<file path="config.mk">
export PLATFORM = sky130hd
export DESIGN_NAME = exchange_sort_by_weight_core
export DESIGN_NICKNAME = d
export VERILOG_FILES = /design/src/design/esw_pkg.sv /design/src/design/esw_datapath.sv /design/src/design/esw_ctrl.sv /design/src/design/exchange_sort_by_weight_core.sv
export SDC_FILE = /design/constraint.sdc
export NUM_CORES = 2
export LEC_CHECK = 0
export CAP_MARGIN = 15
export CORE_ASPECT_RATIO = 0.75
export CORE_MARGIN = 1
export CORE_UTILIZATION = 40
export CTS_CLUSTER_DIAMETER = 120
export DETAILED_ROUTE_END_ITERATION = 8
export DONT_BUFFER_PORTS = 1
export PLACE_DENSITY = 0.61
export SLEW_MARGIN = 15
export SYNTH_ARGS = -nofsm -noshare
export SYNTH_HDL_FRONTEND = slang
export SYNTH_SLANG_ARGS = --single-unit
</file>
<file path="constraint.sdc">
create_clock -name clk_i -period 10.3 [get_ports clk_i]
set_input_delay 2.06 -clock clk_i [delete_from_list [all_inputs] [get_ports clk_i]]
set_output_delay 2.06 -clock clk_i [all_outputs]
set_load 0.02 [all_outputs]
</file>
<file path="src/design/esw_pkg.sv">
`timescale 1ns / 1ps
`default_nettype none

package esw_pkg;

  localparam int unsigned WEIGHT_W    = 16;
  localparam int unsigned VALUE_W     = 16;
  localparam int unsigned NUM_W       = 6;
  localparam int unsigned IN_TDATA_W  = 32;
  localparam int unsigned OUT_TDATA_W = 40;
  localparam int unsigned ENTRY_W     = NUM_W + WEIGHT_W + VALUE_W;
  localparam int unsigned OUT_PAD_W   = OUT_TDATA_W - ENTRY_W;

  // number sits in the low bits so the entry maps straight onto tdata
  typedef struct packed {
    logic [VALUE_W-1:0]  value;
    logic [WEIGHT_W-1:0] weight;
    logic [NUM_W-1:0]    number;
  } entry_t;

  typedef enum logic [2:0] {
    S_LOAD,
    S_LOADCUR,
    S_SCAN,
    S_WB,
    S_ERD,
    S_EWR
  } state_e;

  typedef struct packed {
    logic load_wr;
    logic wb_en;
    logic rd_en;
    logic cur_load;
    logic cmp_en;
    logic out_load;
    logic out_last;
  } cmd_t;

  typedef struct packed {
    logic out_busy;
  } sts_t;

endpackage

`default_nettype wire

</file>
<file path="src/design/esw_datapath.sv">
`timescale 1ns / 1ps
`default_nettype none

module esw_datapath #(
  parameter int unsigned AW = 5
) (
  input  wire logic                          clk_i,
  input  wire logic                          rst_ni,
  input  wire esw_pkg::cmd_t                 cmd_i,
  input  wire logic [AW-1:0]                 wr_addr_i,
  input  wire logic [AW-1:0]                 rd_addr_i,
  input  wire logic [esw_pkg::NUM_W-1:0]     load_num_i,
  input  wire logic [esw_pkg::WEIGHT_W-1:0]  in_weight_i,
  input  wire logic [esw_pkg::VALUE_W-1:0]   in_value_i,
  input  wire logic                          m_tready_i,
  output esw_pkg::sts_t                      sts_o,
  output logic                               m_valid_o,
  output esw_pkg::entry_t                    m_entry_o,
  output logic                               m_last_o
);

  localparam int unsigned DEPTH = 1 << AW;

  esw_pkg::entry_t mem [DEPTH];

  esw_pkg::entry_t rd_data_q;
  logic [AW-1:0]   rd_addr_q;
  esw_pkg::entry_t cur_q, cur_d;
  logic            swap;
  logic            we;
  logic [AW-1:0]   waddr;
  esw_pkg::entry_t wdata;

  logic            m_valid_q, m_valid_d;
  esw_pkg::entry_t m_entry_q;
  logic            m_last_q;

  // held entry beats the scanned one: swap them
  assign swap = cmd_i.cmp_en && (cur_q.weight > rd_data_q.weight);

  always_comb begin
    we    = 1'b0;
    waddr = wr_addr_i;
    wdata = cur_q;
    if (cmd_i.load_wr) begin
      we           = 1'b1;
      wdata.number = load_num_i;
      wdata.weight = in_weight_i;
      wdata.value  = in_value_i;
    end else if (cmd_i.wb_en) begin
      we = 1'b1;
    end else if (swap) begin
      we    = 1'b1;
      waddr = rd_addr_q;
    end
  end

  always_ff @(posedge clk_i) begin
    if (we) begin
      mem[waddr] <= wdata;
    end
  end

  always_ff @(posedge clk_i) begin
    if (cmd_i.rd_en) begin
      rd_data_q <= mem[rd_addr_i];
      rd_addr_q <= rd_addr_i;
    end
  end

  always_comb begin
    cur_d = cur_q;
    if (cmd_i.cur_load || swap) begin
      cur_d = rd_data_q;
    end
  end

  always_ff @(posedge clk_i) begin
    cur_q <= cur_d;
  end

  always_comb begin
    m_valid_d = m_valid_q;
    if (cmd_i.out_load) begin
      m_valid_d = 1'b1;
    end else if (m_tready_i) begin
      m_valid_d = 1'b0;
    end
  end

  always_ff @(posedge clk_i or negedge rst_ni) begin
    if (!rst_ni) begin
      m_valid_q <= 1'b0;
    end else begin
      m_valid_q <= m_valid_d;
    end
  end

  always_ff @(posedge clk_i) begin
    if (cmd_i.out_load) begin
      m_entry_q <= rd_data_q;
      m_last_q  <= cmd_i.out_last;
    end
  end

  assign sts_o.out_busy = m_valid_q && !m_tready_i;
  assign m_valid_o      = m_valid_q;
  assign m_entry_o      = m_entry_q;
  assign m_last_o       = m_last_q;

`ifndef SYNTHESIS
  a_no_rw_collide: assert property (@(posedge clk_i) disable iff (!rst_ni)
    (we && cmd_i.rd_en) |-> (waddr != rd_addr_i))
    else $error("store read and write hit the same entry");

  a_no_out_overwrite: assert property (@(posedge clk_i) disable iff (!rst_ni)
    cmd_i.out_load |-> !(m_valid_q && !m_tready_i))
    else $error("output word overwritten while waiting");

  a_cmp_follows_read: assert property (@(posedge clk_i) disable iff (!rst_ni)
    cmd_i.cmp_en |-> $past(cmd_i.rd_en))
    else $error("compare without fresh read data");

  a_load_not_in_sort: assert property (@(posedge clk_i) disable iff (!rst_ni)
    cmd_i.load_wr |-> !(cmd_i.cmp_en || cmd_i.cur_load || cmd_i.wb_en))
    else $error("input write during sort");
`endif

endmodule

`default_nettype wire

</file>
<file path="src/design/esw_ctrl.sv">
`timescale 1ns / 1ps
`default_nettype none

module esw_ctrl #(
  parameter int unsigned MAX_ITEMS = 32,
  parameter int unsigned AW        = 5,
  parameter int unsigned CW        = 6
) (
  input  wire logic                      clk_i,
  input  wire logic                      rst_ni,
  input  wire logic                      s_valid_i,
  input  wire logic                      s_last_i,
  output logic                           s_ready_o,
  input  wire esw_pkg::sts_t             sts_i,
  output esw_pkg::cmd_t                  cmd_o,
  output logic [AW-1:0]                  wr_addr_o,
  output logic [AW-1:0]                  rd_addr_o,
  output logic [esw_pkg::NUM_W-1:0]      load_num_o
);

  esw_pkg::state_e state_q, state_d;
  logic [CW-1:0]   cnt_q, cnt_d;
  logic [CW-1:0]   i_q, i_d;
  logic [CW-1:0]   j_q, j_d;
  logic [CW-1:0]   cnt_nx;
  logic [CW-1:0]   i_nx;
  logic            accept;
  logic            load_end;

  assign cnt_nx   = cnt_q + CW'(1);
  assign i_nx     = i_q + CW'(1);
  assign accept   = (state_q == esw_pkg::S_LOAD) && s_valid_i;
  assign load_end = s_last_i || (cnt_nx == CW'(MAX_ITEMS));

  always_comb begin
    state_d = state_q;
    cnt_d   = cnt_q;
    i_d     = i_q;
    j_d     = j_q;
    unique case (state_q)
      esw_pkg::S_LOAD: begin
        if (accept) begin
          cnt_d = cnt_nx;
          i_d   = '0;
          j_d   = CW'(1);
          if (load_end) begin
            state_d = (cnt_nx > CW'(1)) ? esw_pkg::S_LOADCUR : esw_pkg::S_ERD;
          end
        end
      end
      esw_pkg::S_LOADCUR: begin
        j_d     = j_q + CW'(1);
        state_d = esw_pkg::S_SCAN;
      end
      esw_pkg::S_SCAN: begin
        if (j_q < cnt_q) begin
          j_d = j_q + CW'(1);
        end else begin
          state_d = esw_pkg::S_WB;
        end
      end
      esw_pkg::S_WB: begin
        if ((i_nx + CW'(1)) < cnt_q) begin
          i_d     = i_nx;
          j_d     = i_nx + CW'(1);
          state_d = esw_pkg::S_LOADCUR;
        end else begin
          i_d     = '0;
          state_d = esw_pkg::S_ERD;
        end
      end
      esw_pkg::S_ERD: begin
        state_d = esw_pkg::S_EWR;
      end
      esw_pkg::S_EWR: begin
        if (!sts_i.out_busy) begin
          i_d = i_nx;
          if (i_nx == cnt_q) begin
            cnt_d   = '0;
            state_d = esw_pkg::S_LOAD;
          end else begin
            state_d = esw_pkg::S_ERD;
          end
        end
      end
      default: state_d = esw_pkg::S_LOAD;
    endcase
  end

  always_ff @(posedge clk_i or negedge rst_ni) begin
    if (!rst_ni) begin
      state_q <= esw_pkg::S_LOAD;
      cnt_q   <= '0;
      i_q     <= '0;
      j_q     <= '0;
    end else begin
      state_q <= state_d;
      cnt_q   <= cnt_d;
      i_q     <= i_d;
      j_q     <= j_d;
    end
  end

  always_comb begin
    cmd_o      = '0;
    s_ready_o  = 1'b0;
    wr_addr_o  = cnt_q[AW-1:0];
    rd_addr_o  = j_q[AW-1:0];
    load_num_o = esw_pkg::NUM_W'(cnt_nx);
    unique case (state_q)
      esw_pkg::S_LOAD: begin
        s_ready_o     = 1'b1;
        cmd_o.load_wr = accept;
        // first pass head is fetched while the closing word is written
        cmd_o.rd_en   = accept && load_end && (cnt_nx > CW'(1));
        rd_addr_o     = '0;
      end
      esw_pkg::S_LOADCUR: begin
        cmd_o.cur_load = 1'b1;
        cmd_o.rd_en    = 1'b1;
      end
      esw_pkg::S_SCAN: begin
        cmd_o.cmp_en = 1'b1;
        cmd_o.rd_en  = (j_q < cnt_q);
      end
      esw_pkg::S_WB: begin
        cmd_o.wb_en = 1'b1;
        wr_addr_o   = i_q[AW-1:0];
        rd_addr_o   = i_nx[AW-1:0];
        cmd_o.rd_en = ((i_nx + CW'(1)) < cnt_q);
      end
      esw_pkg::S_ERD: begin
        cmd_o.rd_en = 1'b1;
        rd_addr_o   = i_q[AW-1:0];
      end
      esw_pkg::S_EWR: begin
        cmd_o.out_load = !sts_i.out_busy;
        cmd_o.out_last = (i_nx == cnt_q);
      end
      default: cmd_o = '0;
    endcase
  end

`ifndef SYNTHESIS
  a_cnt_bound: assert property (@(posedge clk_i) disable iff (!rst_ni)
    cnt_q <= CW'(MAX_ITEMS))
    else $error("load count past store depth");

  a_sort_nonempty: assert property (@(posedge clk_i) disable iff (!rst_ni)
    (state_q != esw_pkg::S_LOAD) |-> (cnt_q != '0))
    else $error("sort or emit with empty list");

  a_scan_order: assert property (@(posedge clk_i) disable iff (!rst_ni)
    (state_q == esw_pkg::S_SCAN) |-> (j_q > i_q))
    else $error("scan index not past head");
`endif

endmodule

`default_nettype wire

</file>
<file path="src/design/exchange_sort_by_weight_core.sv">
`timescale 1ns / 1ps
`default_nettype none

// Channel   Dir  tdata (low bit up)                          tlast
// s_axis    in   weight[15:0], item_value[31:16]              last
// m_axis    out  item_number[5:0], sorted_weight[21:6],       end_of_list
//                sorted_value[37:22], zero pad[39:38]
//
// Load: one word per cycle. Sort: one compare per cycle while scanning, against
// a held entry through one read and one write port of the store. Emit: each word
// is read from the store, then loaded into the output register once the sink is free.
// Reset clears the controller and the output valid; the store is not cleared.
// A stalled sink holds emission; the last result may wait while a new load runs.

module exchange_sort_by_weight_core #(
  parameter int unsigned MAX_ITEMS = 32
) (
  input  wire logic                               clk_i,
  input  wire logic                               rst_ni,
  input  wire logic                               s_axis_tvalid,
  output logic                                    s_axis_tready,
  input  wire logic [esw_pkg::IN_TDATA_W-1:0]     s_axis_tdata,  // weight, item_value
  input  wire logic                               s_axis_tlast,  // last
  output logic                                    m_axis_tvalid,
  input  wire logic                               m_axis_tready,
  output logic [esw_pkg::OUT_TDATA_W-1:0]         m_axis_tdata,  // item_number,
                                                                 // sorted_weight,
                                                                 // sorted_value
  output logic                                    m_axis_tlast   // end_of_list
);

  localparam int unsigned AW = $clog2(MAX_ITEMS);
  localparam int unsigned CW = $clog2(MAX_ITEMS + 1);

  esw_pkg::cmd_t                 cmd;
  esw_pkg::sts_t                 sts;
  logic [AW-1:0]                 wr_addr;
  logic [AW-1:0]                 rd_addr;
  logic [esw_pkg::NUM_W-1:0]     load_num;
  esw_pkg::entry_t               m_entry;

  esw_ctrl #(
    .MAX_ITEMS (MAX_ITEMS),
    .AW        (AW),
    .CW        (CW)
  ) u_ctrl (
    .clk_i      (clk_i),
    .rst_ni     (rst_ni),
    .s_valid_i  (s_axis_tvalid),
    .s_last_i   (s_axis_tlast),
    .s_ready_o  (s_axis_tready),
    .sts_i      (sts),
    .cmd_o      (cmd),
    .wr_addr_o  (wr_addr),
    .rd_addr_o  (rd_addr),
    .load_num_o (load_num)
  );

  esw_datapath #(
    .AW (AW)
  ) u_datapath (
    .clk_i       (clk_i),
    .rst_ni      (rst_ni),
    .cmd_i       (cmd),
    .wr_addr_i   (wr_addr),
    .rd_addr_i   (rd_addr),
    .load_num_i  (load_num),
    .in_weight_i (s_axis_tdata[esw_pkg::WEIGHT_W-1:0]),
    .in_value_i  (s_axis_tdata[esw_pkg::WEIGHT_W +: esw_pkg::VALUE_W]),
    .m_tready_i  (m_axis_tready),
    .sts_o       (sts),
    .m_valid_o   (m_axis_tvalid),
    .m_entry_o   (m_entry),
    .m_last_o    (m_axis_tlast)
  );

  assign m_axis_tdata = {{esw_pkg::OUT_PAD_W{1'b0}}, m_entry};

endmodule

`default_nettype wire
</file>
==> impl_metrics.json <==
{
  "outcome": "completed",
  "dp.final_hpwl_um": 75200,
  "synth_async_sr_flop_share_pct": 1.62,
  "timing.hold.worst_path_depth": 0,
  "min_delay_worst_endpoint": "u_datapath.cur_q[37]",
  "antenna_left": 0,
  "finalWorstPathRequiredPeriod_ps": 5370,
  "cts_setup_buffers": 0,
  "drt-vias-per-instance": 5.70,
  "period_share_pct": 52.1,
  "mostFrequentLayoutCells": "1,336 x sky130_fd_sc_hd__edfxtp_1, 291 x sky130_fd_sc_hd__nand2_1, 228 x sky130_fd_sc_hd__mux4_2",
  "initial_core_util_pct": 40.4,
  "critical_path.slowest_cell": "sky130_fd_sc_hd__nor4_1",
  "syn_avg_cell_area_um2": 17.9,
  "post_drt_wl_per_cell_um": 27.7,
  "syn-instance-count": 3028,
  "ys.warnings.count": 0,
  "timing.max_slew.rel_slack_pct": 18.5,
  "worstSetupStartpoint": "u_datapath.rd_data_q[14]",
  "cts_inserted_buffers": 121,
  "via_count": 28171,
  "placementRows": 116,
  "worst_ep_required_time_ps": 10660,
  "cpLargestDelayFamily": "simple AND/OR/NAND/NOR gates",
  "first_global_vias": 27812,
  "worst_clock_skew_ps": 30.7,
  "postRouteWirelength_um": 137000,
  "stdcell_count": 4940,
  "synth_area_um2": 54100,
  "ctsRootBufferMaster": "sky130_fd_sc_hd__clkbuf_16",
  "fin_worst_hold_slack_ps": 449,
  "synth.yosys.seq_area_share_pct": 75.2,
  "port-buffer-count": 0,
  "regArea_um2": 40700,
  "first_iter_violations": 3209,
  "power.density_cell_area_nw_per_um2": 322,
  "critical_path_capture_point_type": "flip-flop",
  "flow.area_growth_from_synthesis_pct": 11.6,
  "crit_fanout": 34,
  "timing.hold.worst.class": "flip-flop to flip-flop",
  "post-route-util_pct": 45.1,
  "ys_dominant_reg_cell": "sky130_fd_sc_hd__edfxtp_1",
  "design.core.area_um2": 134000,
  "design.die.area_um2": 137000,
  "grt_antenna_before_repair": 2,
  "timing.final.setup_violations": 0,
  "synth.lib_cells_used.distinct": 60,
  "design.portCount": 80,
  "synth_top_area_share_pct": 74.2,
  "worst_reg2reg_path_endpoint": "u_datapath.mem[1][19]",
  "post_route_cells_drive_above_1_share_pct": 17.3,
  "min_from": "u_datapath.rd_data_q[37]",
  "route.detailed.drc": 0,
  "grt_start_max_net_pins": 135,
  "leakage_nw": 19.6,
  "fin_hold_viols": 0,
  "setup_slack_reg_to_reg_ps": 4930,
  "chipWidth_um": 427,
  "fin_tns_setup_ps": 0,
  "synth-edff-count": 1336,
  "p_total_mw": 19.5,
  "finalMaxSlewViolations": 0,
  "grt_util_all_layers_pct": 20.1,
  "post_cts_hold_buffer_count": 0,
  "unrepaired_setup_endpoints_after_global_routing": "no",
  "design.final.nets": 3138,
  "post-place-cells": 4714,
  "clkSinkCount": 1358,
  "cp_num_buf_inv": 2,
  "cell_types_occupying_the_most_area_after_synthesis": "sky130_fd_sc_hd__edfxtp_1 74%, sky130_fd_sc_hd__mux4_2 9.5%, sky130_fd_sc_hd__mux2i_1 2.9%",
  "drt_pass1_iterations": 5,
  "synth_area_leader_cell": "sky130_fd_sc_hd__edfxtp_1",
  "worstSetupPathType": "flip-flop to flip-flop",
  "cts.clk_slew.worst_paths_ps": 60,
  "routabilityCongestion": 0.836,
  "critPathMaxStageDelay_ps": 780,
  "achievable-frequency_ghz": 0.186,
  "crit_path_start_kind": "flip-flop",
  "layout.cells.most_common": "sky130_fd_sc_hd__edfxtp_1",
  "maxCapViolations": 0,
  "irDropWorstVdd_uv": 318,
  "filler_cell_count": 11389,
  "first_pass_grt_wire_length_um": 199000,
  "critical_path.reg2reg.startpoint": "u_datapath.rd_data_q[14]",
  "timing.critical_path.cells": "inv_1 > ha_1 > nand4_1 > nor4_1 > a21boi_0 > o31a_1 > a21oi_1 > o21a_1 > nor4_2 > buf_4",
  "timing.reg2reg.worst_path_depth": 10,
  "cts_htree_levels": 3,
  "grt_overflow": 0,
  "synth_seq_cells": 1358,
  "die_height_um": 320,
  "clk_path_buf_depth": 3,
  "ctsResizeCount": 0,
  "worstMarginPinSlew_ps": 1220,
  "worstSkewPairLatency_ps": 760,
  "cts_tree": "yes",
  "multiInputGateArea_um2": 12500,
  "worst_ep_arrival_time_ps": 5730
}
worst reg2reg max path, cell delays in order (launching register included):
cell,delay (ps)
sky130_fd_sc_hd__edfxtp_1,510
sky130_fd_sc_hd__inv_1,80
sky130_fd_sc_hd__ha_1,300
sky130_fd_sc_hd__nand4_1,200
sky130_fd_sc_hd__nor4_1,780
sky130_fd_sc_hd__a21boi_0,340
sky130_fd_sc_hd__o31a_1,540
sky130_fd_sc_hd__a21oi_1,210
sky130_fd_sc_hd__o21a_1,440
sky130_fd_sc_hd__nor4_2,770
sky130_fd_sc_hd__buf_4,750
Yosys cell counts (8+ instances only):
master                     instances
sky130_fd_sc_hd__clkbuf_1         66
sky130_fd_sc_hd__o31ai_1           8
sky130_fd_sc_hd__nand3_1         208
sky130_fd_sc_hd__a21oi_1         135
sky130_fd_sc_hd__o21ai_0          38
sky130_fd_sc_hd__nor2b_1           9
sky130_fd_sc_hd__mux2i_1         154
sky130_fd_sc_hd__dfrtp_1          22
sky130_fd_sc_hd__nor4_1           16
sky130_fd_sc_hd__nand2_1         292
sky130_fd_sc_hd__nor3_1           24
sky130_fd_sc_hd__ha_1             33
sky130_fd_sc_hd__buf_6            12
sky130_fd_sc_hd__xnor2_1          12
sky130_fd_sc_hd__nand4_1          41
sky130_fd_sc_hd__nor2_1           20
sky130_fd_sc_hd__inv_1           108
sky130_fd_sc_hd__mux4_2          228
sky130_fd_sc_hd__or4_1            37
sky130_fd_sc_hd__o22ai_1          39
sky130_fd_sc_hd__buf_4            12
sky130_fd_sc_hd__edfxtp_1       1336
sky130_fd_sc_hd__buf_2            57
sky130_fd_sc_hd__buf_1            25
cell type report:
type                       instances  area share (%)
antenna                            1         0.00415
clock buffer                     136            5.11
clock inverter                    88            1.32
inverter                         111           0.715
multi-input combinational       1387            20.6
sequential                      1358            67.4
tap                             1770            3.67
timing repair buffer              89            1.16
report_power, final:
group | internal [mW] | total [mW] | switching, mW
Combinational | 2.26 | 6.80 | 4.54
Sequential | 7.88 | 8.17 | 0.295
Clock | 2.44 | 4.48 | 2.05
Total | 12.6 | 19.5 | 6.88
metrics by stage:
step,setup slack [ps],area (µm²)
after floorplan,1110,54100
after global placement,5030,56500
after detailed placement,4950,56500
after CTS,4900,60300
after global routing,4570,60400
final,4930,60400
logic make-up after synthesis:
| kind of cell | synth area share [%] |
|---|---|
| other | 0.00694 |
| DFF | 75.2 |
| adders and majority gates | 0.764 |
| xor gates and xnor gates | 0.384 |
| and+or+nand+nor | 6.00 |
| buffers and inverters | 2.36 |
| muxes | 12.3 |
| AOI/OAI and AO/OA | 2.93 |
how the worst max path moves through the flow:
| stage | endpoint | depth (start not counted) |
|---|---|---|
| detailed placement | u_datapath.rd_data_q[22] | 11 |
| CTS | u_datapath.mem[1][19] | 10 |
| global placement | u_datapath.mem[1][19] | 10 |
| global route | u_datapath.rd_data_q[22] | 11 |
| floorplan | u_datapath.mem[8][0] | 5 |
| finish | u_datapath.mem[1][19] | 10 |
state kept, by name, indices dropped and copies added (netlist names):
name	cells
u_datapath.m_entry_o	38
u_datapath.rd_addr_q	5
u_ctrl.j_q	6
u_datapath.m_last_o	1
u_datapath.mem	1216
u_ctrl.cnt_q	6
u_ctrl.state_q	3
u_ctrl.i_q	6
u_datapath.rd_data_q	38
u_datapath.cur_q	38
u_datapath.m_valid_o	1
metal layers:
layer	GRT usage [%]	part of all wire, %	up-vias
met2	30.3	46	1116
met3	4.19	7.9	192
met4	5.24	2.4	0
met1	29.8	44	14770
met5	0	0	-
li1	-	-	12093
Note: power is estimated with default switching activity, not from simulation.
